File: config.mk
export PLATFORM = sky130hd
export DESIGN_NAME = topic_deadline_monitor
export DESIGN_NICKNAME = d
export VERILOG_FILES = /design/src/rtl/tdm_pkg.sv /design/src/rtl/tdm_dp.sv /design/src/rtl/tdm_ctrl.sv /design/src/rtl/topic_deadline_monitor.sv
export SDC_FILE = /design/constraint.sdc
export NUM_CORES = 2
export LEC_CHECK = 0
export BUFFER_PORTS_ARGS = -buffer_cell sky130_fd_sc_hd__buf_2
export CAP_MARGIN = 40
export CORE_MARGIN = 2
export CORE_UTILIZATION = 55
export CTS_CLUSTER_DIAMETER = 80
export DETAILED_ROUTE_END_ITERATION = 12
export GPL_ROUTABILITY_DRIVEN = 0
export PLACE_DENSITY = 0.73
export SKIP_LAST_GASP = 1
export SYNTH_ARGS = -nofsm -noshare
export SYNTH_HDL_FRONTEND = slang
export SYNTH_SLANG_ARGS = --single-unit
File: constraint.sdc
create_clock -name clk -period 13.2 [get_ports clk]
set_input_delay 2.64 -clock clk [delete_from_list [all_inputs] [get_ports clk]]
set_output_delay 2.64 -clock clk [all_outputs]
set_load 0.02 [all_outputs]
File: src/rtl/tdm_pkg.sv
// Shared types and constants of the topic deadline monitor.
// Used by tdm_dp, tdm_ctrl, the top level and the port checker.
package tdm_pkg;

  localparam int unsigned ID_W        = 32;
  localparam int unsigned TIME_W      = 32;
  localparam int unsigned LEN_W       = 16;
  localparam int unsigned IN_TDATA_W  = 112;
  localparam int unsigned IN_TUSER_W  = 2;
  localparam int unsigned OUT_TDATA_W = 96;
  localparam int unsigned OUT_TUSER_W = 4;

  localparam logic [TIME_W-1:0] NO_DEADLINE   = '1;
  localparam logic [LEN_W-1:0]  MAX_LEN_RESET = 16'd1024;

  typedef enum logic [1:0] {
    OP_REGISTER = 2'd0,
    OP_SAMPLE   = 2'd1,
    OP_CHECK    = 2'd2,
    OP_QUERY    = 2'd3
  } op_t;

  typedef enum logic [2:0] {
    ST_OK        = 3'd0,
    ST_FULL      = 3'd1,
    ST_DUP       = 3'd2,
    ST_NOT_FOUND = 3'd3,
    ST_BAD_LEN   = 3'd4,
    ST_MISSED    = 3'd5
  } status_t;

  // Controller to datapath
  typedef struct packed {
    logic    load;       // capture the input item, rewind the table walk
    logic    scan_en;    // read the next table entry
    logic    wr_reg;     // write a new entry at the fill position
    logic    wr_ts;      // restamp the matched entry
    logic    wr_cnt;     // bump the matched entry's miss count
    logic    res_load;   // load the result register
    status_t res_status;
    logic    res_found;
    logic    res_query;
  } tdm_cmd_t;

  // Datapath to controller
  typedef struct packed {
    op_t  op;
    logic hit;      // entry under evaluation matches (or is late, for check)
    logic done;     // walk finished with no entry left in flight
    logic full;
    logic len_ok;
  } tdm_stat_t;

endpackage

File: src/rtl/tdm_dp.sv
// Datapath of the topic deadline monitor: item registers, table memories,
// table walk with compare stage, and result register. Uses tdm_pkg.
module tdm_dp #(
  parameter int unsigned MAX_TOPICS = 16
) (
  input  logic                             clk,
  input  logic                             rst_n,
  input  logic                             cfg_wr_en,
  input  logic [tdm_pkg::LEN_W-1:0]        cfg_wr_data,
  input  logic [tdm_pkg::IN_TDATA_W-1:0]   in_tdata,
  input  logic [tdm_pkg::IN_TUSER_W-1:0]   in_tuser,
  input  tdm_pkg::tdm_cmd_t                cmd,
  output tdm_pkg::tdm_stat_t               stat,
  output logic [tdm_pkg::OUT_TDATA_W-1:0]  res_tdata,
  output logic [tdm_pkg::OUT_TUSER_W-1:0]  res_tuser
);

  localparam int unsigned CNT_W = $clog2(MAX_TOPICS + 1);
  localparam int unsigned IDX_W = (MAX_TOPICS > 1) ? $clog2(MAX_TOPICS) : 1;

  // Item registers
  tdm_pkg::op_t                 op_r;
  logic [tdm_pkg::ID_W-1:0]     topic_r;
  logic [tdm_pkg::TIME_W-1:0]   dl_r;
  logic [tdm_pkg::LEN_W-1:0]    len_r;
  logic [tdm_pkg::TIME_W-1:0]   now_r;

  logic [tdm_pkg::LEN_W-1:0]    max_len_r;
  logic [CNT_W-1:0]             count_r;
  logic [CNT_W-1:0]             rd_idx_r;
  logic                         ev_valid_r;
  logic [IDX_W-1:0]             ev_idx_r;

  // Table memories
  logic [tdm_pkg::ID_W-1:0]     topic_mem [MAX_TOPICS];
  logic [tdm_pkg::TIME_W-1:0]   dl_mem    [MAX_TOPICS];
  logic [tdm_pkg::TIME_W-1:0]   ts_mem    [MAX_TOPICS];
  logic [31:0]                  cnt_mem   [MAX_TOPICS];

  logic [tdm_pkg::ID_W-1:0]     rd_topic_r;
  logic [tdm_pkg::TIME_W-1:0]   rd_dl_r;
  logic [tdm_pkg::TIME_W-1:0]   rd_ts_r;
  logic [31:0]                  rd_cnt_r;

  // Result register
  tdm_pkg::status_t             res_status_r;
  logic                         res_found_r;
  logic [tdm_pkg::ID_W-1:0]     res_topic_r;
  logic [31:0]                  res_count_r;
  logic [tdm_pkg::TIME_W-1:0]   res_dl_r;

  logic                         rd_issue;
  logic [IDX_W-1:0]             wr_addr;
  logic [31:0]                  cnt_wdata;
  logic [tdm_pkg::TIME_W-1:0]   elapsed;
  logic                         late;
  logic                         match;

  assign rd_issue  = cmd.scan_en && (rd_idx_r < count_r);
  assign wr_addr   = cmd.wr_reg ? count_r[IDX_W-1:0] : ev_idx_r;
  assign cnt_wdata = cmd.wr_reg ? 32'd0 : rd_cnt_r + 32'd1;

  // A clock running behind the last stamp never counts as late
  assign elapsed = now_r - rd_ts_r;
  assign late    = (rd_dl_r != tdm_pkg::NO_DEADLINE) && (now_r >= rd_ts_r) &&
                   (elapsed > rd_dl_r);
  assign match   = (rd_topic_r == topic_r);

  always_comb begin
    stat.op     = op_r;
    stat.hit    = ev_valid_r && ((op_r == tdm_pkg::OP_CHECK) ? late : match);
    stat.done   = !ev_valid_r && (rd_idx_r >= count_r);
    stat.full   = (count_r == CNT_W'(MAX_TOPICS));
    stat.len_ok = (len_r != '0) && (len_r <= max_len_r);
  end

  always_ff @(posedge clk) begin
    if (!rst_n) begin
      max_len_r  <= tdm_pkg::MAX_LEN_RESET;
      count_r    <= '0;
      rd_idx_r   <= '0;
      ev_valid_r <= 1'b0;
    end else begin
      if (cfg_wr_en) begin
        max_len_r <= cfg_wr_data;
      end
      if (cmd.wr_reg) begin
        count_r <= count_r + CNT_W'(1);
      end
      if (cmd.load) begin
        rd_idx_r   <= '0;
        ev_valid_r <= 1'b0;
      end else begin
        rd_idx_r   <= rd_idx_r + CNT_W'(rd_issue);
        ev_valid_r <= rd_issue;
      end
    end
  end

  always_ff @(posedge clk) begin
    if (cmd.load) begin
      op_r    <= tdm_pkg::op_t'(in_tuser);
      topic_r <= in_tdata[31:0];
      dl_r    <= in_tdata[63:32];
      len_r   <= in_tdata[79:64];
      now_r   <= in_tdata[111:80];
    end
  end

  always_ff @(posedge clk) begin
    if (rd_issue) begin
      rd_topic_r <= topic_mem[rd_idx_r[IDX_W-1:0]];
      rd_dl_r    <= dl_mem[rd_idx_r[IDX_W-1:0]];
      rd_ts_r    <= ts_mem[rd_idx_r[IDX_W-1:0]];
      rd_cnt_r   <= cnt_mem[rd_idx_r[IDX_W-1:0]];
      ev_idx_r   <= rd_idx_r[IDX_W-1:0];
    end
    if (cmd.wr_reg) begin
      topic_mem[wr_addr] <= topic_r;
      dl_mem[wr_addr]    <= dl_r;
    end
    if (cmd.wr_reg || cmd.wr_ts) begin
      ts_mem[wr_addr] <= now_r;
    end
    if (cmd.wr_reg || cmd.wr_cnt) begin
      cnt_mem[wr_addr] <= cnt_wdata;
    end
  end

  always_ff @(posedge clk) begin
    if (cmd.res_load) begin
      res_status_r <= cmd.res_status;
      res_found_r  <= cmd.res_found;
      res_topic_r  <= cmd.res_found ? rd_topic_r : '0;
      res_count_r  <= cmd.res_query ? rd_cnt_r : '0;
      res_dl_r     <= cmd.res_query ? rd_dl_r : '0;
    end
  end

  assign res_tdata = {res_dl_r, res_count_r, res_topic_r};
  assign res_tuser = {res_found_r, res_status_r};

endmodule

File: src/rtl/tdm_ctrl.sv
// Controller of the topic deadline monitor: sequences accept, table walk,
// update and result handoff. Uses tdm_pkg command and status structs.
module tdm_ctrl (
  input  logic               clk,
  input  logic               rst_n,
  input  logic               in_tvalid,
  output logic               in_tready,
  output logic               out_tvalid,
  input  logic               out_tready,
  input  tdm_pkg::tdm_stat_t stat,
  output tdm_pkg::tdm_cmd_t  cmd
);

  typedef enum logic [1:0] {
    S_IDLE,
    S_SCAN,
    S_FINISH,
    S_RESP
  } state_t;

  state_t state_r;
  state_t state_nxt;
  logic   in_tready_r;
  logic   out_tvalid_r;
  logic   hit_r;

  assign in_tready  = in_tready_r;
  assign out_tvalid = out_tvalid_r;

  always_comb begin
    state_nxt      = state_r;
    cmd            = '0;
    cmd.res_status = tdm_pkg::ST_OK;
    unique case (state_r)
      S_IDLE: begin
        if (in_tvalid && in_tready_r) begin
          cmd.load  = 1'b1;
          state_nxt = S_SCAN;
        end
      end
      S_SCAN: begin
        // freeze the read stage on a hit so the entry stays visible
        cmd.scan_en = !stat.hit;
        if (stat.hit || stat.done) begin
          state_nxt = S_FINISH;
        end
      end
      S_FINISH: begin
        cmd.res_load = 1'b1;
        state_nxt    = S_RESP;
        unique case (stat.op)
          tdm_pkg::OP_REGISTER: begin
            priority if (stat.full) begin
              cmd.res_status = tdm_pkg::ST_FULL;
            end else if (hit_r) begin
              cmd.res_status = tdm_pkg::ST_DUP;
            end else begin
              cmd.wr_reg = 1'b1;
            end
          end
          tdm_pkg::OP_SAMPLE: begin
            priority if (!hit_r) begin
              cmd.res_status = tdm_pkg::ST_NOT_FOUND;
            end else if (!stat.len_ok) begin
              cmd.res_status = tdm_pkg::ST_BAD_LEN;
            end else begin
              cmd.wr_ts = 1'b1;
            end
          end
          tdm_pkg::OP_CHECK: begin
            if (hit_r) begin
              cmd.wr_cnt     = 1'b1;
              cmd.res_found  = 1'b1;
              cmd.res_status = tdm_pkg::ST_MISSED;
            end
          end
          tdm_pkg::OP_QUERY: begin
            if (hit_r) begin
              cmd.res_query = 1'b1;
            end else begin
              cmd.res_status = tdm_pkg::ST_NOT_FOUND;
            end
          end
        endcase
      end
      S_RESP: begin
        if (out_tready) begin
          state_nxt = S_IDLE;
        end
      end
    endcase
  end

  always_ff @(posedge clk) begin
    if (!rst_n) begin
      state_r      <= S_IDLE;
      in_tready_r  <= 1'b1;
      out_tvalid_r <= 1'b0;
      hit_r        <= 1'b0;
    end else begin
      state_r      <= state_nxt;
      in_tready_r  <= (state_nxt == S_IDLE);
      out_tvalid_r <= (state_nxt == S_RESP);
      if (state_r == S_SCAN) begin
        hit_r <= stat.hit;
      end
    end
  end

endmodule

File: src/rtl/topic_deadline_monitor.sv
// Top level of the topic deadline monitor: controller plus datapath.
// Depends on tdm_pkg, tdm_ctrl and tdm_dp.
//
// One item at a time. Register, sample and query look the topic up and check
// walks the deadlines, both by reading one table entry per cycle from the
// table memories, stopping at the first match (the first late entry, for
// check). The result is held until out_tready, and the next item is taken
// in the cycle after the result is handed over. Reset empties the table at
// once; no clearing pass.
module topic_deadline_monitor #(
  parameter int unsigned MAX_TOPICS = 16
) (
  input  logic                             clk,
  input  logic                             rst_n,
  input  logic                             cfg_wr_en,
  input  logic [tdm_pkg::LEN_W-1:0]        cfg_wr_data,   // max_payload_bytes
  input  logic                             in_tvalid,
  output logic                             in_tready,
  // topic_id[31:0], deadline_ms[63:32], sample_len[79:64], now_ms[111:80]
  input  logic [tdm_pkg::IN_TDATA_W-1:0]   in_tdata,
  // operation[1:0]
  input  logic [tdm_pkg::IN_TUSER_W-1:0]   in_tuser,
  output logic                             out_tvalid,
  input  logic                             out_tready,
  // violating_topic[31:0], violation_count[63:32], topic_deadline[95:64]
  output logic [tdm_pkg::OUT_TDATA_W-1:0]  out_tdata,
  // status[2:0], violation_found[3]
  output logic [tdm_pkg::OUT_TUSER_W-1:0]  out_tuser
);

  tdm_pkg::tdm_cmd_t  cmd;
  tdm_pkg::tdm_stat_t stat;

  tdm_ctrl u_ctrl (
    .clk        (clk),
    .rst_n      (rst_n),
    .in_tvalid  (in_tvalid),
    .in_tready  (in_tready),
    .out_tvalid (out_tvalid),
    .out_tready (out_tready),
    .stat       (stat),
    .cmd        (cmd)
  );

  tdm_dp #(
    .MAX_TOPICS (MAX_TOPICS)
  ) u_dp (
    .clk         (clk),
    .rst_n       (rst_n),
    .cfg_wr_en   (cfg_wr_en),
    .cfg_wr_data (cfg_wr_data),
    .in_tdata    (in_tdata),
    .in_tuser    (in_tuser),
    .cmd         (cmd),
    .stat        (stat),
    .res_tdata   (out_tdata),
    .res_tuser   (out_tuser)
  );

endmodule

==> impl_summary.log <==
INFO  metric timing.critical_path.cells = inv_1, ha_1, fa_1, nor2b_1, o31a_1, a222oi_1, a21oi_1, a21oi_1, o21ai_0, a21o_1, a21oi_1, xnor2_1, ha_1, nand4_1, or3_1, nor3_1, a31o_2, a211oi_1, or3_1, nor2_4, buf_12
INFO  metric grt_pass1_vias = ~45000
INFO  metric detailroute.via_count = 44300
INFO  metric synth-warning-count = 0
INFO  metric final_nets = 4773
INFO  metric tritoncts = done
INFO  metric placed_area = 98600 sq um
INFO  metric postSynth.topFlopCell = edfxtp_1
INFO  metric rrSetupSlack = between 6 and 7 ns
INFO  metric post-route-util = 62.7%
INFO  metric total_switching_power = 0.00330 W
INFO  metric dp.final_hpwl = 116000 um
INFO  metric grt_util_all_layers = 25.4%
INFO  metric crit_top_cell = a21oi_1
INFO  metric max_stage_delay = 0.74 ns
INFO  metric clock_tree.htree_level_count = 4
INFO  metric total_power_per_unit_cell_area = 148 nW/um^2
INFO  metric yosys.area_share.xor_xnor = less than 1%
INFO  metric period_minus_slack = around 6.4 ns
INFO  metric crit_family = compound AO/OA/AOI/OAI gates
INFO  metric grt.overflow.total = 0
INFO  metric floorplan.initialDensity = 55.2%
INFO  metric clkTransAtPathRegs = ~0.070 ns
INFO  metric critPathRequiredTime = 13.66 ns
INFO  metric intPower = about 0.012 W
INFO  metric root_buffer = clkbuf_16
INFO  metric placement_row_count = ~150
INFO  metric worst_max_slew_margin_expressed_relative_to_the_limit = roughly 28%
INFO  metric clock_skew = 0.0832 ns
INFO  metric rsz0062_at_grt = false
INFO  metric multi_input_area = about 20000 sq um
INFO  metric design.portCount = 237
INFO  metric largest_net_degree_at_the_start_of_global_routing = about 140
INFO  metric postSynthCellCount = 4138
INFO  metric maximum_clock_insertion_buffer_count = 3
INFO  metric synth_adder_area_share = 1.23%
INFO  metric register_area = 72500 sq um
INFO  metric worst_min_delay_path_category = reg -> reg
INFO  metric critPathArrivalTime = 6.90 ns
INFO  metric power.combinational.fraction = 2.8%
INFO  metric placement.io_buffers = 236
INFO  metric chipHeight = around 420 um
INFO  metric outcome = completed
INFO  metric critical_path_peak_fanout = 132
INFO  metric synthDistinctLibCells = between 50 and 60
INFO  metric floorplan.die.width = around 420 um
INFO  metric synthSimpleGateAreaFrac = under 10%
INFO  metric clock_buffers_created_by_tritoncts = 226
INFO  metric worst_setup_path_start_kind = register
INFO  metric worst_slew_pin_slew = 1.08 ns
INFO  metric fin_area = 106000 sq um
INFO  metric vdd_ir_drop_max = 0.175 mV
INFO  metric area_growth_syn_to_layout = 13.5%
INFO  metric max_clock_freq = 155 MHz
INFO  metric final_sum_of_negative_setup_slack = 0 ns
INFO  metric count_of_routing_violations_after_the_opening_detailed_route_iteration = 5700
INFO  metric place_inst = ~6500
INFO  metric timing.final.setup_violations = 0
INFO  metric final_cell_count_no_fill = about 7000
INFO  metric total_power = 0.0157 W
INFO  metric hold_viol = 0
INFO  metric clk-insertion-delay-late = a little under 0.9 ns
INFO  metric post_cts_gate_resize_count = 0
INFO  metric critical_path.endpoint_type = register
INFO  metric drv_slew = 0
INFO  metric postRouteAntennaNets = 0
INFO  metric synth_top_family_by_area = multiplexers
INFO  metric finalCritPeriodShare = between 40% and 50%
INFO  metric crit_buf_inv = 2
INFO  metric mapped_nets = 4364
INFO  metric filler_cell_count = 10900
INFO  metric share_clk_of_total_power = 41.1%
INFO  metric sw_frac_of_total = 21.1%
INFO  metric synthesized_area_fraction_occupied_by_ao_oa_aoi_and_oai_cells = about 1.2%
INFO  metric design.die.area = approximately 170000 sq um
INFO  metric synth_seq_cells = 2426
INFO  metric post_detailed_route_drc_marker_count = 0
INFO  metric detail_route.vias_per_cell = 6.37
INFO  metric routedWlPerCell = between 30 and 40 um
INFO  metric number_of_enable_flip_flop_cells_after_synthesis = around 2400
INFO  metric synth.yosys.seq_area_share = 77.6%
INFO  metric core = 169000 sq um
INFO  metric grt_first_pass_wirelength = 315000 um
INFO  metric detail_route.wirelength = 218000 um
INFO  metric postCtsSetupRepairBufs = 0
INFO  metric drt_first_pass_iters = 5
INFO  metric leakagePower = 33.0 nW
INFO  metric share_seq_of_total_power = 56.2%
INFO  metric cts-hold-fix-buffers = 0
INFO  metric synth_area_per_cell = 22.6 sq um
INFO  metric fraction_of_final_layout_cells_sized_beyond_drive_strength_1 = between 20 and 30%
INFO  metric critPathKind = reg -> reg
INFO  metric critical_path.slowest_cell = buf_12
INFO  metric grt_antenna_before_repair = 13
INFO  metric tritoncts_num_sinks = roughly 2400
INFO  metric yosys-mux-area-fraction = between 10% and 20%
INFO  metric synth_area = between 90000 and 100000 sq um
INFO  metric proportion_of_synthesized_flip_flops_having_asynchronous_set_or_reset = 0%
INFO  metric maxCapViolations = 0
layer usage:
metal  track usage (%)  up-vias  share of wire, %  wire [um]
li1                  -    18200                 -          -
met1              34.4    23400                38      82500
met2              41.5     2350                50     109000
met3              4.64      430               8.2      17800
met4              10.1       18               4.0       8670
met5                 0        -             0.049        108
Yosys cell counts (all sizes together), types with 14 or more instances:
cell type | n | area, sq um
ha | 90 | 1130
nand4 | 28 | 175
and3 | 16 | 100
edfxtp | 2394 | 71900
inv | 100 | 375
a21o | 24 | 180
nand2 | 55 | 206
buf | 61 | 243
nand3 | 29 | 145
nor3 | 61 | 310
a21oi | 64 | 324
mux4 | 640 | 14400
xor2 | 64 | 561
mux2i | 18 | 180
dfxtp | 32 | 641
nor2b | 29 | 181
and2 | 71 | 444
o21ai | 24 | 120
xnor2 | 31 | 272
nor4 | 14 | 87.6
nor2 | 95 | 357
clkbuf | 116 | 435
power groups by stage:
stage                     Sequential, W  Clock, W  Combinational [W]
after CTS                       0.00879   0.00651           0.000432
after detailed placement        0.00896         0           0.000429
after floorplan                 0.00893         0           0.000227
after global routing            0.00881   0.00680           0.000465
final                           0.00880   0.00643           0.000431
after global placement          0.00894         0           0.000415
sequential cells by signal (all words and copies together) (netlist names), 32 cells and up:
signal,flops
u_dp.res_topic_r,32
u_dp.res_count_r,32
u_dp.dl_mem,512
u_dp.topic_mem,512
u_dp.rd_topic_r,32
u_dp.res_dl_r,32
u_dp.rd_dl_r,32
u_dp.cnt_mem,512
u_dp.rd_ts_r,32
u_dp.dl_r,32
u_dp.now_r,32
u_dp.topic_r,32
u_dp.ts_mem,512
u_dp.rd_cnt_r,32
through the flow:
step	worst slack, ns	hold WS (ns)
after global placement	6.97	0.484
after global routing	6.48	0.524
final	6.76	0.494
after detailed placement	6.85	0.491
after floorplan	2.04	0.432
after CTS	6.81	0.501
worst reg2reg max path, stage by stage (launching register included):
cell and delay [ns]:
edfxtp_1 0.65, inv_1 0.10, ha_1 0.23, fa_1 0.41, nor2b_1 0.18, o31a_1 0.25
a222oi_1 0.13, a21oi_1 0.38, a21oi_1 0.21, o21ai_0 0.34, a21o_1 0.17, a21oi_1 0.08
xnor2_1 0.15, ha_1 0.30, nand4_1 0.08, or3_1 0.35, nor3_1 0.26, a31o_2 0.19
a211oi_1 0.11, or3_1 0.47, nor2_4 0.15, buf_12 0.74
layout make-up:
cell class                      instances  area share (%)
Sequential cell                      2426            68.4
Multi-Input combinational cell       1435            19.1
Clock buffer                          271            5.51
Tap cell                             2218            2.62
Timing Repair Buffer                  358            2.45
Clock inverter                        151            1.48
Inverter                              100           0.361
Antenna cell                            2         0.00472
path summary, 6_finish.rpt:
path	startpoint	to	cells past startpoint
hold / removal	u_dp.max_len_r[10]	u_dp.max_len_r[10]	2
setup reg to reg	u_dp.now_r[0]	u_dp.rd_ts_r[23]	21
hold reg to reg	u_dp.max_len_r[10]	u_dp.max_len_r[10]	2
setup / recovery	u_dp.now_r[0]	u_dp.rd_ts_r[23]	21
placed cells by master, fill, tap and decap left out, types with 29 or more instances in the layout:
master	count
a21oi_1	47
and2_1	71
buf_2	238
buf_4	89
clkbuf_1	43
clkbuf_16	226
clkinv_1	50
clkinv_2	45
edfxtp_1	2394
ha_1	90
inv_1	98
mux4_2	640
nand2_1	55
nand3_1	29
nor2_1	70
nor2b_1	29
nor3_1	50
xnor2_1	31
xor2_1	64
cell families after synthesis:
kind of cell             count (synthesis)
flip-flops                            2426
multiplexers                           658
buffers and inverters                  277
adder cells (fa/ha/maj)                 91
AND/OR/NAND/NOR                        420
XOR/XNOR                                95
AO/OA/AOI/OAI                          171
Note: power is estimated with default switching activity, not from simulation.
